File: src/rtl/bsmg_pkg.sv
// Shared constants, types and state codes for the bounded set min/max gap unit.
package bsmg_pkg;

  localparam int MAX_ENTRIES = 1024;
  localparam int COUNT_W     = $clog2(MAX_ENTRIES + 1);
  localparam int IDX_W       = $clog2(MAX_ENTRIES);
  localparam int CAP_W       = 11;
  localparam int VAL_W       = 32;
  localparam int WIDE_W      = (COUNT_W > CAP_W) ? COUNT_W : CAP_W;
  localparam int PAIR_MIN    = 2;
  localparam int CFG_ADDR_W  = 3;
  localparam int OUT_DATA_W  = 80;

  localparam logic [VAL_W-1:0] SIGN_BIAS = {1'b1, {(VAL_W-1){1'b0}}};
  localparam logic [VAL_W-1:0] GAP_INIT  = {VAL_W{1'b1}};

  localparam logic STATUS_STORED   = 1'b0;
  localparam logic STATUS_REJECTED = 1'b1;

  localparam logic REG_CAPACITY = 1'b0;

  typedef enum logic [1:0] {
    ST_IDLE,
    ST_SCAN,
    ST_DRAIN,
    ST_DONE
  } state_t;

  typedef struct packed {
    logic             en;
    logic [IDX_W-1:0] addr;
  } rd_req_t;

  typedef struct packed {
    logic             en;
    logic [IDX_W-1:0] addr;
    logic [VAL_W-1:0] data;
  } wr_req_t;

  // Map signed bits to an unsigned key with the same order.
  function automatic logic [VAL_W-1:0] order_key(input logic [VAL_W-1:0] bits);
    return bits ^ SIGN_BIAS;
  endfunction

endpackage

File: src/rtl/bsmg_gap_unit.sv
// Shared gap unit: absolute key difference, then running minimum update.
module bsmg_gap_unit (
  input  logic                              clk,
  input  logic                              rst_n,
  input  logic                              cand_valid,
  input  logic [bsmg_pkg::VAL_W-1:0]        cand,
  input  logic [bsmg_pkg::VAL_W-1:0]        probe,
  output logic [bsmg_pkg::VAL_W-1:0]        gap_min_r,
  output logic                              busy
);

  logic [bsmg_pkg::VAL_W-1:0] ka;
  logic [bsmg_pkg::VAL_W-1:0] kb;
  logic [bsmg_pkg::VAL_W-1:0] diff_nxt;
  logic [bsmg_pkg::VAL_W-1:0] diff_r;
  logic                       diff_valid_r;

  assign ka       = bsmg_pkg::order_key(probe);
  assign kb       = bsmg_pkg::order_key(cand);
  assign diff_nxt = (ka > kb) ? (ka - kb) : (kb - ka);
  assign busy     = cand_valid || diff_valid_r;

  always_ff @(posedge clk) begin
    diff_r <= diff_nxt;
  end

  always_ff @(posedge clk) begin
    if (!rst_n) begin
      diff_valid_r <= 1'b0;
      gap_min_r    <= bsmg_pkg::GAP_INIT;
    end else begin
      diff_valid_r <= cand_valid;
      if (diff_valid_r && (diff_r < gap_min_r)) begin
        gap_min_r <= diff_r;
      end
    end
  end

`ifndef SYNTHESIS
  a_min_never_grows: assert property (@(posedge clk) disable iff (!rst_n)
    1 |=> gap_min_r <= $past(gap_min_r))
    else $error("smallest gap increased");
`endif

endmodule
File: config.mk
export PLATFORM = sky130hd
export DESIGN_NAME = bsmg_gap_unit
export DESIGN_NICKNAME = d
export VERILOG_FILES = /design/src/rtl/bsmg_pkg.sv /design/src/rtl/bsmg_gap_unit.sv
export SDC_FILE = /design/constraint.sdc
export NUM_CORES = 1
export LEC_CHECK = 0
export ABC_AREA = 1
export BUFFER_PORTS_ARGS = -buffer_cell sky130_fd_sc_hd__buf_2
export CORE_UTILIZATION = 36
export CTS_BUF_LIST = sky130_fd_sc_hd__clkbuf_8
export CTS_CLUSTER_DIAMETER = 150
export DETAILED_ROUTE_END_ITERATION = 6
export SYNTH_ARGS = -nofsm -noshare
export SYNTH_HDL_FRONTEND = slang
export SYNTH_SLANG_ARGS = --single-unit
export TNS_END_PERCENT = 100
File: constraint.sdc
create_clock -name clk -period 2.15 [get_ports clk]
set_input_delay 0.1075 -clock clk [delete_from_list [all_inputs] [get_ports clk]]
set_output_delay 0.1075 -clock clk [all_outputs]
set_load 0.02 [all_outputs]
## Word-level counts from Yosys, hierarchy flattened

Cells that the tools add are included.

- Logic and storage cells: 12
- Memory bits (read-only): 0
- Flip-flop bits (word level): 65
- Bits of input ports: 67
- Memories kept: 0
- Bits in latches: 0
- Bits in writable memories: 0

- Divide/modulo/power cells: 0
- Bitwise gates (word level): 2
- $mul: 0
- Equal/unequal tests: 0
- Reduce and logical (&&, ||, !) cells: 2
- Add/subtract/negate cells: 2
- Shift operators: 0
- Multiplexer cells: 1
- Magnitude comparators: 2

Operators with widths:

| operator | number |
|---|---|
| $sub A32 B32 Y32 | 2 |
| $gt A32 B32 Y1 | 1 |
| $lt A32 B32 Y1 | 1 |
| $mux W32 | 1 |
| $not A1 Y1 | 2 |
| $logic_and A1 B1 Y1 | 1 |
| $logic_or A1 B1 Y1 | 1 |

## Depth between registers and ports, before layout

- Depth after elaboration: 3
- Depth in mapped cells: 19
- Gate-level depth less buffers: 16

## Least setup slack after synthesis

No wires, ideal clock.

- Path kind: register -> register
- Start point: register gap_min_r[31] in the netlist's numbering
- End point: register gap_min_r[0] in the netlist's numbering
- Clock period less this slack: 1.984 ns
- Data arrival time: 1.851 ns
- Path slack: 0.166 ns
- Data required time: 2.016 ns
- Cell stages (with the launch flop): 12
- Cell sequence: dfxtp_1 inv_1 ha_1 nand2_1 nand2_1 nor3b_1 nand3_1 a21oi_2 nand2_1 clkbuf_1 nand2_1 nand3_1

- Longest elaborated chain between the ends: 2

Ends and longest elaborated chain:

| what | RTL line | RTL |
|---|---|---|
| start: declaration | bsmg_gap_unit.sv:8 | `output logic [bsmg_pkg::VAL_W-1:0] gap_min_r,` |
| start signal: assignment | bsmg_gap_unit.sv:30 | `gap_min_r <= bsmg_pkg::GAP_INIT;` |
| start signal: assignment | bsmg_gap_unit.sv:34 | `gap_min_r <= diff_r;` |
| $lt A32 B32 Y1 | bsmg_gap_unit.sv:33 | `if (diff_valid_r && (diff_r < gap_min_r)) begin` |
| $logic_and A1 B1 Y1 | bsmg_gap_unit.sv:33 |  |

No other way between the ends.
A chain may end at the register's enable or synchronous reset.

## Final worst setup path

- Start point: register gap_min_r[27] in the netlist's numbering
- End point: register gap_min_r[3] in the netlist's numbering

Same word-level chain as after synthesis.

==> out/metrics.cfg <==
[worst_setup_path]
worstPathArrival_ps = 2140
timing.rr.start = gap_min_r[27]
r2r_slack_ps = 210
worstSetupPathType = reg -> reg
reg2regPathDepth = 11
timing.rr.end = gap_min_r[3]
critPathMaxFanout = 9
crit_path_end_kind = flip-flop
worstPathRequired_ps = 2350
critPathLaunchType = flip-flop

[cells_and_area]
nets = 1608
syn_to_final_growth_pct = 16.3
drive_gt1_share_pct = 14.4
final_util_pct = 43.2
num_antenna_cells = 0
final_cells = 1720

[global_route]
grt_start_max_net_pins = 34
antenna_found_initial = 0
grt.total_usage_pct = 20.1
grt_pass1_vias = 7274
grt-ovfl-total = 0
grt_pass1_wl_mm = 35.1

[clock_tree]
htreeDepth = 3
cts_sinks = 65
clk_pin_slew_worst_paths_ps = 60
cts_buffer_depth = 2
numCtsBuffers = 9
cts_tree = done
insertion_delay_ps = 340
postCtsSetupBuffers = 0
cts_root_buf = clkbuf_8

[synthesis]
synth-compound-area-share_pct = 6.82
syn_inst = 1317
synth.area.top_cells = nand2_1 25%, dfxtp_1 17%, ha_1 15%
syn_area_per_cell_um2 = 5.78
synth_xor_area_share_pct = 3.68
seq_area_frac_synth_pct = 17.1
syn_nets = 1480
yosysTopAreaCell = nand2_1
synth_seq_cells = 65
synth-adder-area-share_pct = 16.0
yosysTopAreaCellShare_pct = 24.9
synthSimpleGateAreaFrac_pct = 41.0
synth_top_family_by_area = simple AND/OR/NAND/NOR gates
synth.area.mux_share_pct = 0
yosys_warnings = 0
syn_area_mm2 = 0.00761
netlist-cell-type-count = 36

[timing]
timing.fmax_mhz = 515
worst_slack_ps = 208
relSlewSlack_pct = 57.1
finalSetupViolCount = 0
slew_violations = 0
worst-slew-pin-transition_ps = 644
period_share_pct = 90.3
min_period_ps = 1940
hold_ws_ps = 123
skew_ps = 5.15
rsz0062_at_grt = false
hold_viol_final = 0

[placed_design]
dp_cells = 1703
gp_congestion = 0.939
portBuffers = 99
place_ws_ps = -55.9
hpwl_mm = 18.6

[detailed_routing]
drt_first_pass_iters = 5
ant_nets = 0
viasPerCell = 4.57
drt-initial-drc-count = 496
vias = 7854
drt-total-wl_mm = 21.3
drcViolationCount = 0
wl_per_cell_um = 12.4

[pwr]
leakage_nw = 5.57
power_density_mw_per_mm2 = 545
ir_drop_mv = 0.241

[floorplanning]
initial_utilization_pct = 37.1
die_w_um = 147
fp-row-count = 52
ios = 100
die-area_mm2 = 0.0217
core_mm2 = 0.0205
die_h_um = 147

[run_status]
status = complete, no violations

[worst_hold_path]
hold_depth = 3
min_from = probe[0]
hold_class = in -> reg
holdPathEnd = diff_r[0]

[run]
cap_violations = 0

-- state kept, by name, indices dropped and copies added, names as in the netlist --
name / count
diff_r: 32
diff_valid_r: 1
gap_min_r: 32
-- power breakdown --
| group | internal, mW | total, mW | switching (mW) |
|---|---|---|---|
| logic | 0.853 | 2.26 | 1.41 |
| clock network | 0.550 | 0.975 | 0.425 |
| registers | 1.43 | 1.59 | 0.160 |
-- through the flow --
step | power [mW] | setup TNS [ps] | area, um2
after floorplan | 3.14 | 0 | 7610
after global placement | 3.84 | 0 | 8630
after detailed placement | 3.86 | -625 | 8630
after CTS | 4.85 | 0 | 8830
after global routing | 5.24 | 0 | 8850
final | 4.82 | 0 | 8850
-- area by class of cell --
cell class	count	area, um2
fill	2288	11600
inverter	252	946
clock inverter	6	51.3
clock buffer	10	138
timing repair buffer	153	927
sequential	65	1300
tap	270	338
multi-input combinational	964	5150
-- layout by cell type (no fill, tap or decap), types with 31 or more instances in the layout --
master / n
a21oi_1: 60
buf_2: 99
buf_4: 50
dfxtp_1: 65
ha_1: 94
inv_1: 251
nand2_1: 504
nand3_1: 119
nor2_1: 60
xor2_1: 31
-- synth_stat cells, drive strengths merged --
library cell,number
xor2,31
xnor2,1
clkbuf,16
nor2,68
fa,2
a21o,1
o21a,3
inv,252
nor3,6
dfxtp,65
nand3,120
nor3b,1
buf,20
o21bai,9
nor4,1
a21boi,1
nand4,12
and2,1
nand2,531
a21oi,63
nand3b,2
or2,1
o21ai,16
ha,94
-- per-layer routing --
layer	GRT usage, %	wire length, um
met5	0	0
met1	29.6	11100
met2	31.5	8960
met3	1.39	974
met4	5.46	294
-- how the worst max path moves through the flow --
| stage | from | endpoint | depth (start not counted) |
|---|---|---|---|
| after floorplan | gap_min_r[31] | gap_min_r[0] | 11 |
| after global placement | probe[0] | diff_r[23] | 17 |
| after detailed placement | cand[0] | diff_r[20] | 16 |
| after CTS | gap_min_r[31] | gap_min_r[3] | 11 |
| after global routing | gap_min_r[31] | gap_min_r[0] | 11 |
| final | gap_min_r[27] | gap_min_r[3] | 11 |
-- timing repair --
item                       4_1_cts  5_1_grt
setup endpoints to repair        0       32
gates resized for setup          0        6
hold endpoints to repair         1        0
hold buffers                     1        0
-- worst max-delay path, cell delays in order (launching register included) --
cell     delay [ps]
dfxtp_1         360
inv_1            50
ha_1            300
a21oi_1         170
o21ai_0         100
nand2_1          60
nand3_1         120
a21oi_4         210
nand2_4         110
buf_4           190
nand2_1          70
nand3_1          60
-- cells by family (layout without fill, tap and decap cells) --
| family | after synthesis | count (layout) |
|---|---|---|
| buf+inv | 288 | 421 |
| xor+xnor | 32 | 32 |
| simple gates | 743 | 743 |
| flops | 65 | 65 |
| fa+ha+maj | 96 | 96 |
| compound gates | 93 | 93 |
No activity file was read; power rests on OpenSTA's default activity.
